**src/rtl/core/sidta_pkg.sv**
```systemverilog
// Shared types and constants for the signed integer to decimal ASCII unit.
// No dependencies; every other file in rtl/core uses this package.
`default_nettype none

package sidta_pkg;

   // Width of the input integer and of one output character.
   localparam int unsigned VALUE_WIDTH = 32;
   localparam int unsigned CHAR_WIDTH  = 8;

   // A 32-bit magnitude has at most ten decimal digits.
   localparam int unsigned DIGIT_COUNT = 10;
   localparam int unsigned COUNT_WIDTH = 4;

   // Depth of the queue between the front and the back.
   localparam int unsigned QUEUE_DEPTH = 2;

   // Character codes.
   localparam logic [CHAR_WIDTH-1:0] ASCII_ZERO  = 8'd48;
   localparam logic [CHAR_WIDTH-1:0] ASCII_MINUS = 8'd45;

   // floor(x / 10) == (x * RECIP_TEN) >> RECIP_SHIFT for every 32-bit x.
   localparam logic [VALUE_WIDTH-1:0] RECIP_TEN   = 32'hCCCC_CCCD;
   localparam int unsigned            RECIP_SHIFT = 35;

   typedef logic [3:0] digit_type;

   // One classified item: sign flag and unsigned magnitude.
   typedef struct packed {
      logic                   neg;
      logic [VALUE_WIDTH-1:0] mag;
   } entry_type;

endpackage

`default_nettype wire

```
**src/rtl/core/sidta_front.sv**
```systemverilog
// Front stage: accepts an input item, splits it into sign and magnitude.
// Depends on sidta_pkg.
`default_nettype none

module sidta_front (
   input  wire logic                                clock,
   input  wire logic                                reset,
   input  wire logic                                req_valid,
   output logic                                     req_ready,
   input  wire logic signed [sidta_pkg::VALUE_WIDTH-1:0] req_value,
   output logic                                     ent_valid,
   input  wire logic                                ent_ready,
   output sidta_pkg::entry_type                     ent_data
);

   logic                 stage_valid_ff;
   logic                 stage_valid_in;
   sidta_pkg::entry_type stage_ff;
   sidta_pkg::entry_type stage_in;
   logic                 take;

   // The stage takes a new item when it is empty or is being drained.
   assign req_ready = !stage_valid_ff || ent_ready;
   assign take      = req_valid && req_ready;

   // Classify: the magnitude is the two's complement negation taken as unsigned,
   // which is also right for the most negative value.
   always_comb begin
      stage_in.neg = req_value[sidta_pkg::VALUE_WIDTH-1];
      if (req_value[sidta_pkg::VALUE_WIDTH-1]) begin
         stage_in.mag = (~req_value) + 32'd1;
      end else begin
         stage_in.mag = req_value;
      end
   end

   always_comb begin
      if (take) begin
         stage_valid_in = 1'b1;
      end else if (ent_ready) begin
         stage_valid_in = 1'b0;
      end else begin
         stage_valid_in = stage_valid_ff;
      end
   end

   always_ff @(posedge clock) begin
      if (reset) begin
         stage_valid_ff <= 1'b0;
      end else begin
         stage_valid_ff <= stage_valid_in;
      end
   end

   always_ff @(posedge clock) begin
      if (take) begin
         stage_ff <= stage_in;
      end
   end

   assign ent_valid = stage_valid_ff;
   assign ent_data  = stage_ff;

endmodule

`default_nettype wire

```
**config.mk**
```make
export PLATFORM = sky130hd
export DESIGN_NAME = sidta_front
export DESIGN_NICKNAME = d
export VERILOG_FILES = /design/src/rtl/core/sidta_pkg.sv /design/src/rtl/core/sidta_front.sv
export SDC_FILE = /design/constraint.sdc
export NUM_CORES = 1
export LEC_CHECK = 0
export BUFFER_PORTS_ARGS = -buffer_cell sky130_fd_sc_hd__buf_2
export CORE_MARGIN = 2
export CORE_UTILIZATION = 30
export CTS_BUF_LIST = sky130_fd_sc_hd__clkbuf_4
export DETAILED_ROUTE_END_ITERATION = 10
export PLACE_DENSITY = 0.58
export SKIP_CTS_REPAIR_TIMING = 1
export SYNTH_ARGS = -nofsm -noshare
export SYNTH_HDL_FRONTEND = slang
export SYNTH_SLANG_ARGS = --single-unit
```
**constraint.sdc**
```tcl
create_clock -name clock -period 3.45 [get_ports clock]
set_input_delay 0.345 -clock clock [delete_from_list [all_inputs] [get_ports clock]]
set_output_delay 0.345 -clock clock [all_outputs]
set_load 0.01 [all_outputs]
```
Word-level counts from Yosys, hierarchy flattened --
Cells that the tools add are included.
Word-level totals: logic and storage cells 13, input port bits 36, flip-flop bits (word level) 34
Operators by class: multiplexer cells 3, reduce and logical (&&, ||, !) cells 4, $add $sub $neg 1, bitwise logic cells 1
Operator list (number):
- $add 32x1->32 const B | 1
- $not 32->32 | 1
- $mux 31 | 1
- $mux 1 | 2
- $reduce_bool 2->1 | 1
- $logic_and 1x1->1 | 1
- $logic_not 1->1 | 1
- $logic_or 1x1->1 | 1

Longest topological paths before layout --
depth in word-level cells 4, depth in mapped cells 6, depth with buffers taken out 6

Worst setup path after synthesis --
Ideal clock, no wire load.
kind input-to-reg, from input port req_value[9] (netlist name), to register stage_ff (netlist bit ent_data[23]) (data pin), required time 3.188 ns, stages 5, arrival time 1.850 ns, setup time 0.262 ns, slack 1.338 ns, cell sequence or4_1 > or4_4 > buf_6 > o31ai_1 > xnor2_1
RTL lines:
- start, declared | RTL line sidta_front.sv:10 | input wire logic signed [sidta_pkg::VALUE_WIDTH-1:0] req_value,
- end signal, assigned | RTL line sidta_front.sv:57 | stage_ff <= stage_in;
- end, declared | RTL line sidta_front.sv:18 | sidta_pkg::entry_type stage_ff;

==> impl_results.md <==
* Outcome: complete, no violations
* Total GRT Usage at 0.136
* Fin. max-slew vios at 0
* Place WS at between 1 and 1.5 ns
* Synth Area in XOR/XNOR at 0.140
* DR WL/cell at between 10 and 15 µm
* LEAKAGE at roughly 0.87 nW
* DRC at 0
* CP max FO at 9
* Power per cell area at around 380 nW/µm²
* Register area at a little over 1000 µm²
* Initial Util at 0.308
* Htree depth at 2
* Clk pin slew, worst setup/hold paths at 0.10 ns
* Synthesized Nets at 186
* Port Buf Inserts at 70
* Syn avg cell area at ~12 µm²
* Synth Area in Compound Gates at 0.115
* Vias/cell at around 4.7
* Post-route ant nets at 0
* Maximum vdd ir drop at 124 µV
* Number of global-route vias before repair at around 1300
* #FFs+latches synth at 34
* Ports at 71
* Largest net degree at the start of global routing at 34
* Setup TNS at 0 ns
* Flop2flop setup slack at 2.20 ns
* Buffer depth of the longest clock path at 2
* Worst setup SP type: input pin
* Area Overhead vs Synth at 27.0%
* Setup crit end kind: register
* Antenna violations before repair at 0
* RSZ-0062 raised after global routing: no
* Number of buffers created by CTS at 5
* Worst-Margin Slew at approximately 0.59 ns
* WHS Endpoint: ent_valid
* CTS sink count at 34
* Final hold violation count at 0
* Total number of vias at between 1000 and 1500
* Post-DP HPWL at ~3.3 mm
* Slowest stage cell, crit path: or4_4
* Crit path time final at 1.97 ns
* Core area at ~5900 µm²
* Setup violators final at 0
* Mapped Area at 1820 µm²
* Most common cell after layout, fill and taps aside: buf_2
* Hold path depth at 2
* Final nets at 261
* Root buf cell: clkbuf_4
* Crit-path cells: buf_2 -> or4_1 -> or4_4 -> o31ai_1 -> xnor2_1
* Number of diodes at 0
* Die Y at just over 80 µm
* R2R depth at 3
* Fillers at slightly below 600
* Iteration-0 DRC Markers at 71
* Maxcap violations at 0
* Area of the multi-input gates at between 700 and 800 µm²
* Row count at 28
* RR Startpoint: ent_valid
* Clk_skew at 0.00632 ns
* Adder-cell area share of the yosys netlist at 0.0138
* First-pass GRT wire length at approximately 6.7 mm
* Final GP Congestion at 0.757
* Mux contribution to synthesized area at 0
* Synth cell types at 31
* Most frequent cells in the layout: buf_2, edfxtp_1, xnor2_1
* HP Class: in -> reg
* Sequential share of the synthesized area at 0.557
* Die X at 81.8 µm
* Fmax at between 0.5 and 0.6 GHz
* Worst min-delay path startpoint: reset
* Synth warn at 0
* Critical path type: in -> reg
* Mapped Cells at roughly 150
* TritonCTS clock tree: done
* Die area at roughly 6700 µm²
* Final wirelength at ~4.3 mm
* Worst reg2reg endpoint: ent_data[26]
* Post-route clock period utilization at 0.570
* Drt pass-1 iters at 4
* Layout cell share with drive strength beyond 1 at 0.384
* Main combinational cell family by area after synthesis: simple AND/OR/NAND/NOR gates
* WP data required at roughly 3.5 ns
* Worst skew pair latency at 0.33 ns
* Rel. slew slack at 0.604
* Setup ws final at between 1 and 1.5 ns
* Worst Path Arrival at just over 2 ns
* Congestion Overflow GR at 0
* Simple-gate share of the synthesized area at 0.154
* Critical Path Max Stage Delay at about 0.6 ns
worst max-delay path, delay by kind of cell:
kind	cells	cell delay, ns
simple gates	2	1.19
compound gates	1	0.28
buf+inv	1	0.11
xor+xnor	1	0.11
worst max-delay path by stage:
stage	from	endpoint	slack [ns]	depth (start not counted)
after floorplan	req_value[9]	ent_data[23]	1.34	5
after global routing	req_value[7]	ent_data[23]	1.39	5
after global placement	req_value[9]	ent_data[27]	1.12	5
final	req_value[9]	ent_data[27]	1.48	5
after detailed placement	req_value[9]	ent_data[27]	1.11	5
after CTS	req_value[9]	ent_data[27]	1.49	5
per-layer routing:
metal,GRT usage,part of all wire
met3,0.0396,0.067
met4,0.0617,0.016
met2,0.220,0.48
met1,0.167,0.43
met5,0,0
flip-flops by register name, summed over array words and instances, names as in the netlist:
| register | count |
|---|---|
| ent_data | 33 |
| ent_valid | 1 |
per-stage QoR:
| step | instances | hold slack (ns) | instance area (µm²) | util | total power [mW] |
|---|---|---|---|---|---|
| 3_3_place_gp | 291 | 0.489 | 2250 | 0.383 | 0.675 |
| 4_1_cts | 299 | 0.145 | 2310 | 0.392 | 0.896 |
| 3_5_place_dp | 291 | 0.509 | 2250 | 0.383 | 0.678 |
| 5_1_grt | 299 | 0.132 | 2310 | 0.392 | 0.929 |
| 6_report | 299 | 0.158 | 2310 | 0.392 | 0.879 |
| 2_1_floorplan | 148 | 0.414 | 1820 | - | 0.596 |
power breakdown:
part	switching, mW	internal, mW	total, mW	leakage, nW
clock	0.129	0.0844	0.213	0.0331
sequential	0.00701	0.495	0.502	0.328
combinational	0.0934	0.0704	0.164	0.513
synth_stat cells:
master / instances / area [µm²]
nand2b_1: 4 / 25.0
and2_1: 2 / 12.5
dfxtp_1: 1 / 20.0
or4_4: 2 / 22.5
o41ai_2: 1 / 16.3
edfxtp_1: 33 / 991
or3_1: 3 / 18.8
nor2_1: 5 / 18.8
inv_1: 4 / 15.0
o41ai_1: 5 / 43.8
clkbuf_1: 3 / 11.3
o31ai_1: 6 / 45.0
or4_1: 2 / 15.0
nand4_1: 1 / 6.26
or4b_2: 1 / 10.0
xor2_1: 5 / 43.8
a21oi_1: 1 / 5.00
nand3_1: 1 / 5.00
or2_2: 2 / 12.5
ha_1: 2 / 25.0
nor4_1: 7 / 43.8
nand2_1: 9 / 33.8
o21ai_0: 8 / 40.0
and3_1: 1 / 6.26
nor3_1: 6 / 30.0
and4b_1: 1 / 10.0
buf_6: 1 / 11.3
o41ai_4: 1 / 27.5
a31oi_1: 5 / 31.3
nand4b_1: 1 / 8.76
xnor2_1: 24 / 210
layout make-up:
cell class / count / share of cell area
Sequential cell: 34 / 0.438
Tap cell: 75 / 0.0407
Timing Repair Buffer: 72 / 0.158
Multi-Input combinational cell: 106 / 0.333
Clock buffer: 6 / 0.0195
Clock inverter: 2 / 0.00380
Inverter: 4 / 0.00651
kinds of logic (layout without fill, tap and decap cells):
family | count (synthesis) | in the layout
compound gates | 27 | 27
xor+xnor | 29 | 29
fa+ha+maj | 2 | 2
buf+inv | 8 | 84
flops | 34 | 34
simple gates | 48 | 48
(Power assumes the default switching activity.)
