==> src/rtl/core/sidta_pkg.sv <==
// Shared types and constants for the signed integer to decimal ASCII unit.
// No dependencies; every other file in rtl/core uses this package.
`default_nettype none

package sidta_pkg;

   // Width of the input integer and of one output character.
   localparam int unsigned VALUE_WIDTH = 32;
   localparam int unsigned CHAR_WIDTH  = 8;

   // A 32-bit magnitude has at most ten decimal digits.
   localparam int unsigned DIGIT_COUNT = 10;
   localparam int unsigned COUNT_WIDTH = 4;

   // Depth of the queue between the front and the back.
   localparam int unsigned QUEUE_DEPTH = 2;

   // Character codes.
   localparam logic [CHAR_WIDTH-1:0] ASCII_ZERO  = 8'd48;
   localparam logic [CHAR_WIDTH-1:0] ASCII_MINUS = 8'd45;

   // floor(x / 10) == (x * RECIP_TEN) >> RECIP_SHIFT for every 32-bit x.
   localparam logic [VALUE_WIDTH-1:0] RECIP_TEN   = 32'hCCCC_CCCD;
   localparam int unsigned            RECIP_SHIFT = 35;

   typedef logic [3:0] digit_type;

   // One classified item: sign flag and unsigned magnitude.
   typedef struct packed {
      logic                   neg;
      logic [VALUE_WIDTH-1:0] mag;
   } entry_type;

endpackage

`default_nettype wire

==> src/rtl/core/sidta_queue.sv <==
// Short FIFO of classified items between the front and the back.
// Depends on sidta_pkg.
`default_nettype none

module sidta_queue (
   input  wire logic                 clock,
   input  wire logic                 reset,
   input  wire logic                 wr_valid,
   output logic                      wr_ready,
   input  wire sidta_pkg::entry_type wr_data,
   output logic                      rd_valid,
   input  wire logic                 rd_ready,
   output sidta_pkg::entry_type      rd_data
);

   localparam int unsigned PTR_WIDTH = $clog2(sidta_pkg::QUEUE_DEPTH);
   localparam int unsigned CNT_WIDTH = $clog2(sidta_pkg::QUEUE_DEPTH + 1);

   sidta_pkg::entry_type mem_ff [sidta_pkg::QUEUE_DEPTH];
   logic [PTR_WIDTH-1:0] wr_ptr_ff, wr_ptr_in;
   logic [PTR_WIDTH-1:0] rd_ptr_ff, rd_ptr_in;
   logic [CNT_WIDTH-1:0] count_ff, count_in;
   logic                 push, pop;

   assign wr_ready = (count_ff != CNT_WIDTH'(sidta_pkg::QUEUE_DEPTH));
   assign rd_valid = (count_ff != '0);
   assign push     = wr_valid && wr_ready;
   assign pop      = rd_valid && rd_ready;
   assign rd_data  = mem_ff[rd_ptr_ff];

   // Pointer and occupancy updates; pointers wrap at the queue depth.
   always_comb begin
      wr_ptr_in = wr_ptr_ff;
      rd_ptr_in = rd_ptr_ff;
      if (push) begin
         wr_ptr_in = (wr_ptr_ff == PTR_WIDTH'(sidta_pkg::QUEUE_DEPTH - 1)) ?
                     '0 : wr_ptr_ff + 1'b1;
      end
      if (pop) begin
         rd_ptr_in = (rd_ptr_ff == PTR_WIDTH'(sidta_pkg::QUEUE_DEPTH - 1)) ?
                     '0 : rd_ptr_ff + 1'b1;
      end
      count_in = count_ff;
      if (push && !pop) begin
         count_in = count_ff + 1'b1;
      end else if (pop && !push) begin
         count_in = count_ff - 1'b1;
      end
   end

   always_ff @(posedge clock) begin
      if (reset) begin
         wr_ptr_ff <= '0;
         rd_ptr_ff <= '0;
         count_ff  <= '0;
      end else begin
         wr_ptr_ff <= wr_ptr_in;
         rd_ptr_ff <= rd_ptr_in;
         count_ff  <= count_in;
      end
   end

   always_ff @(posedge clock) begin
      if (push) begin
         mem_ff[wr_ptr_ff] <= wr_data;
      end
   end

endmodule

`default_nettype wire

==> config.mk <==
export PLATFORM = sky130hd
export DESIGN_NAME = sidta_queue
export DESIGN_NICKNAME = d
export VERILOG_FILES = /design/src/rtl/core/sidta_pkg.sv /design/src/rtl/core/sidta_queue.sv
export SDC_FILE = /design/constraint.sdc
export NUM_CORES = 1
export LEC_CHECK = 0
export BUFFER_PORTS_ARGS = -buffer_cell sky130_fd_sc_hd__buf_2
export CORE_ASPECT_RATIO = 1.25
export CORE_MARGIN = 2
export CORE_UTILIZATION = 30
export DETAILED_ROUTE_END_ITERATION = 8
export HOLD_SLACK_MARGIN = 0.02
export PLACE_DENSITY = 0.61
export SLEW_MARGIN = 20
export SYNTH_ARGS = -nofsm -noshare
export SYNTH_HDL_FRONTEND = slang
export SYNTH_SLANG_ARGS = --single-unit
==> constraint.sdc <==
create_clock -name clock -period 3.51 [get_ports clock]
set_input_delay 0 -clock clock [delete_from_list [all_inputs] [get_ports clock]]
set_output_delay 0 -clock clock [all_outputs]
set_load 0.01 [all_outputs]
## Yosys cells after proc, flatten, opt, wreduce, memory -nomap -nowiden

Memory sizes are Yosys's and may differ from the RTL's. A register that Yosys moved wholly into a read port is not among the register bits.
Index checks and enable logic that the tools add are counted.

- Flip-flop bits (word level): 4
- Bits in writable memories: 66
- Logic and storage cells: 25
- Memories kept: 1

- Add/subtract/negate cells: 4
- Eq/ne operators: 1
- Multiplexer cells: 8
- Reduce and logical (&&, ||, !) cells: 8

Memories:

| memory | words | bits a word | read ports | clocked after Yosys merged registers in | wr ports | line | text |
|---|---|---|---|---|---|---|---|
| mem_ff | 2 | 33 | 1 | 1 | 1 | sidta_queue.sv:19 | `sidta_pkg::entry_type mem_ff [sidta_pkg::QUEUE_DEPTH];` |

Operators by type and width:

| operator | number |
|---|---|
| $mux W1 | 6 |
| $logic_and A1 B1 Y1 | 4 |
| $mux W2 | 2 |
| $reduce_bool A2 Y1 | 2 |
| $add A1 B1 Y1 const B | 2 |
| $add A2 B1 Y2 const B | 1 |
| $logic_not A1 Y1 | 2 |
| $ne A2 B2 Y1 const B | 1 |
| $sub A2 B1 Y2 const B | 1 |

## Longest topological paths before layout

Gate-level depths: netlist (run 1).

- Depth after elaboration: 6
- Mapped depth: 6
- Gate-level depth less buffers: 6

## Worst setup path after synthesis (run 1)

OpenSTA, ideal clock, no wires.

- Path type: register -> register
- Start point: register count_ff[0]
- End point: memory mem_ff[1][0] (netlist name) (enable)
- Arrival time: 1,494 ps
- Required time: 3,117 ps
- Slack: 1,623 ps
- Stages on the path, launching flop included: 3
- Cells stage by stage: dfxtp_1 nand2b_1 and3_1

- Longest elaborated chain between the ends: 4

Ends and longest elaborated chain:

| what | line | text |
|---|---|---|
| from (decl) | sidta_queue.sv:22 | `logic [CNT_WIDTH-1:0] count_ff, count_in;` |
| from (signal assigned) | sidta_queue.sv:59 | `count_ff <= count_in;` |
| $ne A2 B2 Y1 | sidta_queue.sv:25 | `assign wr_ready = (count_ff != CNT_WIDTH'(sidta_pkg::QUEUE_DEPTH));` |
| net wr_ready | sidta_queue.sv:9 | `output logic wr_ready,` |
| $logic_and A1 B1 Y1 | sidta_queue.sv:27 | `assign push = wr_valid && wr_ready;` |
| $mux W1 | sidta_queue.sv:64 | `if (push) begin` |
| $mux W1 (not written as such) | sidta_queue.sv:65 | `mem_ff[wr_ptr_ff] <= wr_data;` |
| to (decl) | sidta_queue.sv:19 |  |

The timed path passes the listed nets, and every way through them passes these cells.

## Worst setup path after layout (run 1)

- Start point: register count_ff[0]
- End point: memory mem_ff[0][12] (netlist name) (enable)

- Longest elaborated chain between the ends: 4

Ends and longest elaborated chain:

| what | line |
|---|---|
| $ne A2 B2 Y1 | sidta_queue.sv:25 |
| $logic_and A1 B1 Y1 | sidta_queue.sv:27 |
| $mux W1 | sidta_queue.sv:64 |
| $mux W1 (not written as such) | sidta_queue.sv:65 |

No other way between the ends.

==> results of run 1 <==
-- power breakdown --
part	leakage, nW	switching (mW)	internal [mW]	total [mW]
Combinational	0.616	0.313	0.294	0.607
Sequential	0.658	0.0318	1.06	1.09
Clock	0.120	0.285	0.493	0.778
Total	1.39	0.630	1.85	2.48
-- registers in the layout, indices dropped and copies added (netlist names), named ones only --
signal	cells
rd_ptr_ff	1
mem_ff	66
wr_ptr_ff	1
count_ff	2
-- per-layer routing --
| metal | vias to the layer above | track usage (%) | wire length (um) |
|---|---|---|---|
| li1 | 722 | - | - |
| met1 | 713 | 13.0 | 2030 |
| met2 | 48 | 17.9 | 2430 |
| met3 | 6 | 3.89 | 287 |
| met4 | 0 | 5.60 | 67 |
| met5 | - | 0 | 0 |
-- how the worst max path moves through the flow --
stage / from / end / slack [ns] / depth (start not counted)
after floorplan: count_ff[0]$_SDFFE_PP0P_ / mem_ff[1][0]$_DFFE_PP_ / 1.62 / 2
after global placement: count_ff[0]$_SDFFE_PP0P_ / mem_ff[0][7]$_DFFE_PP_ / 1.76 / 4
after detailed placement: count_ff[0]$_SDFFE_PP0P_ / mem_ff[0][23]$_DFFE_PP_ / 1.68 / 4
after CTS: count_ff[0]$_SDFFE_PP0P_ / mem_ff[0][19]$_DFFE_PP_ / 1.64 / 4
after global routing: count_ff[0]$_SDFFE_PP0P_ / mem_ff[0][12]$_DFFE_PP_ / 1.52 / 4
final: count_ff[0]$_SDFFE_PP0P_ / mem_ff[0][12]$_DFFE_PP_ / 1.69 / 4
-- through the flow --
| step | utilization, % | instance area [um2] | worst slack, ns |
|---|---|---|---|
| 6_report | 44.0 | 3670 | 1.69 |
| 5_1_grt | 44.0 | 3670 | 1.52 |
| 4_1_cts | 44.0 | 3670 | 1.64 |
| 3_5_place_dp | 36.8 | 3070 | 1.68 |
| 3_3_place_gp | 36.8 | 3070 | 1.76 |
| 2_1_floorplan | - | 2600 | 1.62 |
-- synthesized netlist by cell type --
library cell	number
or3_1	1
dfxtp_1	5
or2_2	1
edfxtp_1	66
nand3b_1	1
a21oi_1	2
o21ai_0	2
and3_1	1
xor2_1	3
and2_1	1
buf_2	4
ha_1	1
inv_1	1
mux2_2	33
a21bo_2	1
nor2_1	3
nand2b_1	1
-- logic make-up (layout without fill, tap and decap cells) --
group	Yosys count	count (layout)	synth area share, %
compound gates	5	5	1.16
flops	71	71	80.2
xor+xnor	3	3	1.01
simple gates	9	9	1.93
mux	33	33	14.3
buf+inv	5	125	0.916
fa+ha+maj	1	1	0.482
-- critical path, delay by kind of cell (launching register included) --
kind                   cells  cell delay (ns)
buffers and inverters      2             0.71
DFF                        1             0.41
and+or+nand+nor            2             0.33
-- final cells by class --
class,instances,area share [%]
multi-input combinational,51,13.4
clock inverter,5,2.90
inverter,1,0.102
clock buffer,11,3.86
tap,97,3.31
sequential,71,56.8
timing repair buffer,108,19.7
==> metrics, run 1 <==
fill count=762; Max Cap Violations=0; status=complete, no violations; Worst R2R Start=count_ff[0]$_SDFFE_PP0P_; CTS tree=built; RSZ-0062 raised after global routing=false; diodes inserted=0; Non-Filler Instances=344; Critical Path End Type=register; CP max stage delay=0.41 ns; R2R cell count=4; Setup Buffers After CTS=0; CTS H-tree lvls=3; first-pass GRT wire length=7.72 mm; Routed WL=around 4.8 mm; FF/Latch Area=2080 um2; reg-to-reg setup timing slack=1.69 ns; Detailed Routing Iterations Pass 1=4; initial antenna violation count=0; worst-path cell chain=nand2b_1 -> nand3b_1 -> inv_1 -> buf_4; GRT Total Usage=11.1%; Slew @ Worst Pin=0.813 ns; HP Class=in -> reg; hold path depth=4; syn_nets=165; Worst setup SP type=register; final setup violation count=0; YS warnings=0; core box area=between 8000 and 9000 um2; post-synthesis cell count=127; synth-to-layout area growth=41.3%; clk_lat worst skew=between 0.3 and 0.4 ns; critical path required time=3.51 ns; Die ar.=9420 um2; hold_ws=0.0924 ns; worst path arrival time=roughly 1.8 ns; critical path type=reg -> reg; GP Congestion=approximately 0.67; final hold vios=0; CTS root buffer=clkbuf_8; Reg-to-Reg End=mem_ff[0][12]$_DFFE_PP_; Tcrit/Tclk final=51.8%; vias in the first global route=about 1600; wire length per cell=14.0 um; CTS resizes=0; pin count of the biggest net entering global routing=34; Remaining Overflow, GRT=0; TritonCTS Buffers=9; Antenna Violating Nets Remaining=0; Hold-fix buffers, CTS=35; slowest CP cell=dfxtp_1; Fin Setup TNS=0 ns; CTS sink count=71; Distinct cells, synth=17; Ports=72; Synth area leader=edfxtp_1; DRT iter0 DRCs=47; Bufs on Longest Clock Path=2; drt drc=0; mean post-synth cell area=20.4 um2; Slew headroom=45.8%; DIE HEIGHT=108 um; Net count, final=280; VDD IR max=356 uV; Initial Util=31.2%; clock skew=0.00963 ns; Min-Delay Startpoint=rd_ready; commonest non-fill, non-tap cell in the layout=buf_2; Pleak=approximately 1.4 nW; power density cells=between 600 and 700 nW/um2; synthesis-stage register bit count=71; sequential share of the synthesized area=80.2%; share of layout cells above drive strength 1=50.2%; Core Rows=37; final slew viol count=0; Post-Syn Area=around 2600 um2; Multi-input gate area=~490 um2; Worst-path clk slew=~0.080 ns; Die Width=87.2 um; maximum net fanout on the critical path=25; commonest non-fill, non-tap cells in the layout=buf_2 (71), edfxtp_1 (66), dlygate4sd3_1 (35); clock period minus worst slack=1.82 ns; Max Clk Rate=approximately 550 MHz; Synth area leaders=edfxtp_1 (76%), mux2_2 (14%), dfxtp_1 (3.9%); Yosys top cell area share=76.3%; Vias/cell=~4.3; total power=~2.5 mW; DR vias=roughly 1500; Placed Instances=293; # port buffers=71
No activity file was read; power rests on OpenSTA's default activity.
==> inputs of run 2 (changes only) <==
- clock period: 3.51 -> 1.8 ns (I/O delays scaled with it)
==> run 2 against run 1 <==
Compared with the run above:
- largest power group unchanged
- flip-flop and latch count did not move
- via count rose by 1.3%
- sequential power rose by 95%
- clock-buffer cell count rose by 2
- critical path depth rose by 1
- largest cell class unchanged
- non-clock buffer count rose by 4
- cell count rose by 1.2%
- clock power rose by 45%
- register-to-register slack got worse by 1.5 ns
- first-iteration DRC count rose by 15%
==> metrics, run 2 (synthesized netlist as in run 1, its figures left out) <==
Placed Instances=297; Multi-input gate area=492 um2; Die ar.=about 9400 um2; core box area=8330 um2; initial antenna violation count=0; Pleak=1.39 nW; Core Rows=37; CTS resizes=0; vias in the first global route=1578; CTS tree=built; Reg with most FFs=mem_ff; DIE HEIGHT=108 um; RSZ-0062 raised after global routing=false; Fin Setup TNS=0 ns; diodes inserted=0; Max Cap Violations=0; Worst setup SP type=register; Largest register FFs=66; commonest non-fill, non-tap cells in the layout=buf_2 (71), edfxtp_1 (66), dlygate4sd3_1 (35); R2R cell count=5; wire length per cell=~13 um; GP Congestion=0.683; final slew viol count=0; pin count of the biggest net entering global routing=18; critical path required time=2.07 ns; Die Width=~87 um; Min-Delay Startpoint=rd_ready; Non-Filler Instances=348; synth-to-layout area growth=40.0%; Hold EP=rd_ptr_ff$_SDFFE_PP0P_; CTS H-tree lvls=3; drt drc=0; Worst R2R Start=count_ff[0]$_SDFFE_PP0P_; clock skew=0.00752 ns; critical path type=reg -> reg; Bufs on Longest Clock Path=2; maximum net fanout on the critical path=5; VDD IR max=723 uV; GRT Total Usage=10.6%; DRT iter0 DRCs=54; hold_ws=0.107 ns; Initial Util=31.2%; final hold vios=0; Max Clk Rate=just over 600 MHz; hold path depth=4; Slew headroom=~80%; first-pass GRT wire length=7.19 mm; clock period minus worst slack=1.63 ns; clk_lat worst skew=roughly 0.33 ns; Worst-path clk slew=0.07 ns; share of layout cells above drive strength 1=51.0%; TritonCTS Buffers=9; Net count, final=284; Routed WL=4.68 mm; Remaining Overflow, GRT=0; Tcrit/Tclk final=a little over 90%; DP HPWL=3.03 mm; Reg-to-Reg End=count_ff[1]$_SDFFE_PP0P_; HP Class=in -> reg; Detailed Routing Iterations Pass 1=4; pre-CTS WS=0.187 ns; # port buffers=between 70 and 80; CTS root buffer=clkbuf_8; Slew @ Worst Pin=0.297 ns; fill count=760; CTS sink count=71; DR vias=1508; status=complete, no violations; Antenna Violating Nets Remaining=0; Critical Path End Type=register; final core utilization=a little over two fifths; Setup Buffers After CTS=0; power density cells=1230 nW/um2; Ports=72; worst path arrival time=1.90 ns; Largest regs=mem_ff (66), count_ff (2); reg-to-reg setup timing slack=0.17 ns; commonest non-fill, non-tap cell in the layout=buf_2; final setup violation count=0; worst setup margin=0.171 ns; FF/Latch Area=between 2000 and 2500 um2; Vias/cell=about 4.3
run 2: changes by cell type in the layout (fill, tap and decap cells not counted):
cell	previous run	this run
buf_4	2	6
bufinv_16	3	0
clkbuf_8	10	12
clkinv_2	0	2
clkinv_4	1	0
run 2: worst max-delay path, stage by stage, from the launching register on:
cell and delay (ns):
dfxtp_1 0.35, nand2b_1 0.22, and2_1 0.19, ha_1 0.32, or3_1 0.35, a21oi_1 0.14
run 2: how the worst max path moves through the flow:
stage	start	to	slack, ns	cells past startpoint
2_1_floorplan	count_ff[0]$_SDFFE_PP0P_	mem_ff[0][0]$_DFFE_PP_	0.03	3
3_3_place_gp	count_ff[0]$_SDFFE_PP0P_	count_ff[1]$_SDFFE_PP0P_	0.24	5
3_5_place_dp	count_ff[0]$_SDFFE_PP0P_	count_ff[1]$_SDFFE_PP0P_	0.19	5
4_1_cts	count_ff[0]$_SDFFE_PP0P_	count_ff[1]$_SDFFE_PP0P_	0.16	5
5_1_grt	count_ff[0]$_SDFFE_PP0P_	count_ff[1]$_SDFFE_PP0P_	0.06	5
6_report	count_ff[0]$_SDFFE_PP0P_	count_ff[1]$_SDFFE_PP0P_	0.17	5
run 2: layout make-up:
cell class	instances	share of cell area [%]
clock buffer	13	4.65
clock inverter	3	0.482
inverter	1	0.103
multi-input combinational	51	13.5
sequential	71	57.3
tap	97	3.34
timing repair buffer	112	20.6
run 2: timing repair:
action | in CTS | in global routing
endpoints found under the hold margin | 71 | 0
setup endpoints to repair | 0 | 0
hold buffers | 35 | 0
run 2: layer usage:
metal	wire length [um]	vias to the layer above	part of all wire [%]	global-route usage, %
met3	219	12	4.7	3.97
met4	125	0	2.7	6.92
met1	1810	720	39	10.3
met5	0	-	0	0
met2	2530	47	54	18.5
li1	-	729	-	-
run 2: power breakdown:
part / internal, mW / switching (mW)
clock: 0.609 / 0.523
combinational: 0.601 / 0.601
sequential: 2.07 / 0.0615
total: 3.27 / 1.19
run 2: through the flow:
| step | cell area (um2) | total power [mW] |
|---|---|---|
| floorplan | 2600 | 2.88 |
| CTS | 3640 | 4.56 |
| detailed placement | 3100 | 3.33 |
| finish | 3640 | 4.46 |
| global placement | 3100 | 3.31 |
| global route | 3640 | 4.71 |
==> inputs of run 3 (changes only) <==
- REMOVE_ABC_BUFFERS: not set -> 1
==> run 3 against run 2 <==
Compared with the run above:
- first-iteration DRC count down 20%
- clock-buffer cell count is 4 lower
- fmax is 1.3% lower
- wire length rose by 3.4%
- power is 1.9% higher
- highest routed layer unchanged
==> metrics, run 3 (synthesized netlist as in run 1, its figures left out) <==
critical path required time=2.07 ns; Die ar.=9420 um2; Max Clk Rate=606 MHz; Critical Path End Type=register; wire length per cell=13.9 um; DR vias=1504; Metal-1 WL=2.03 mm; Vias/cell=about 4.3; DIE HEIGHT=108 um; Bufs on Longest Clock Path=2; Reg-to-Reg End=count_ff[1]$_SDFFE_PP0P_; Antenna Violating Nets Remaining=0; TritonCTS Buffers=9; pin count of the biggest net entering global routing=22; Setup Buffers After CTS=0; first-pass GRT wire length=7.55 mm; Worst Setup SP=count_ff[0]$_SDFFE_PP0P_; Pleak=1.39 nW; Core Rows=37; final hold vios=0; met3 WL post-DR=roughly 250 um; Initial Util=31.2%; DRT iter0 DRCs=43; Max Cap Violations=0; total power=4.54 mW; power density cells=1250 nW/um2; core box area=8330 um2; clock skew=0.00746 ns; commonest non-fill, non-tap cell in the layout=buf_2; top sig layer=met4; Worst-path clk slew=0.07 ns; Reg with most FFs=mem_ff; status=complete, no violations; FF/Latch Area=~2100 um2; maximum net fanout on the critical path=5; diodes inserted=0; Tcrit/Tclk final=91.7%; clock period minus worst slack=approximately 1.7 ns; Worst setup SP type=register; GP Congestion=0.770; CTS tree=built; GRT Total Usage=11.2%; drt drc=0; critical path type=reg -> reg; clk_lat worst skew=0.34 ns; hold_ws=about 0.11 ns; Net count, final=between 200 and 300; vias in the first global route=1605; share of layout cells above drive strength 1=50.6%; Non-Filler Instances=348; commonest non-fill, non-tap cells in the layout=buf_2 (71), edfxtp_1 (66), dlygate4sd3_1 (35); Remaining Overflow, GRT=0; reg-to-reg setup timing slack=roughly 0.15 ns; VDD IR max=714 uV; # port buffers=71; final slew viol count=0; worst path arrival time=1.92 ns; Largest register FFs=66; final setup violation count=0; Largest regs=mem_ff (66), count_ff (2); initial antenna violation count=0; Slew headroom=79.4%; R2R cell count=5; HP Class=in -> reg; Ports=slightly above 70; Die Width=around 87 um; metal2 WL=2.49 mm; Slew @ Worst Pin=0.306 ns; Placed Instances=297; crit path to=count_ff[1]$_SDFFE_PP0P_; CTS sink count=71; CTS root buffer=clkbuf_8; fill count=769; synth-to-layout area growth=40.6%; final core utilization=43.8%; CTS H-tree lvls=3; RSZ-0062 raised after global routing=false; Multi-input gate area=492 um2; DP HPWL=3.06 mm; Detailed Routing Iterations Pass 1=4; Routed WL=4.84 mm; Worst R2R Start=count_ff[0]$_SDFFE_PP0P_
==> run 3: area by class of cell <==
cell class	instances	share of cell area, %
inverter	1	0.103
multi-input combinational	51	13.5
timing repair buffer	112	20.9
tap	97	3.33
clock inverter	7	1.75
clock buffer	9	3.39
sequential	71	57.0
==> run 3: what timing repair did <==
action,in CTS,in global routing
hold buffers,35,0
resized for setup,0,0
hold endpoints to repair,71,0
==> run 3: stage by stage <==
step | TNS [ns] | setup WS [ns] | area (um2)
finish | 0 | 0.149 | 3650
global route | 0 | 0.0342 | 3650
CTS | 0 | 0.149 | 3650
detailed placement | 0 | 0.184 | 3110
global placement | 0 | 0.220 | 3110
floorplan | -2.89 | -0.0874 | 2580
==> run 3: where the power goes <==
group	switching (mW)	internal [mW]
registers	0.0639	2.06
clock network	0.561	0.627
logic	0.613	0.615
total	1.24	3.31
==> run 3: worst max-delay path: stages, from the launching register on <==
cell and delay, ns:
dfxtp_1 0.35, nand2b_1 0.22, and2_1 0.19, ha_1 0.32, or3_1 0.35, a21oi_1 0.14
==> run 3: worst min-delay path by stage <==
| stage | start | endpoint | slack, ns | cells past startpoint |
|---|---|---|---|---|
| floorplan | reset | count_ff[1]$_SDFFE_PP0P_ | 0.07 | 1 |
| global placement | wr_data[25] | mem_ff[0][25]$_DFFE_PP_ | 0.19 | 1 |
| detailed placement | wr_data[3] | mem_ff[1][3]$_DFFE_PP_ | 0.19 | 1 |
| CTS | rd_ready | rd_ptr_ff$_SDFFE_PP0P_ | 0.09 | 4 |
| global route | rd_ready | rd_ptr_ff$_SDFFE_PP0P_ | 0.12 | 4 |
| finish | rd_ready | rd_ptr_ff$_SDFFE_PP0P_ | 0.11 | 4 |
==> run 3: routing by layer <==
| layer | track usage [%] | vias to the layer above |
|---|---|---|
| met3 | 4.43 | 8 |
| met4 | 5.27 | 0 |
| met1 | 12.3 | 721 |
| li1 | - | 731 |
| met2 | 18.7 | 44 |
| met5 | 0 | - |
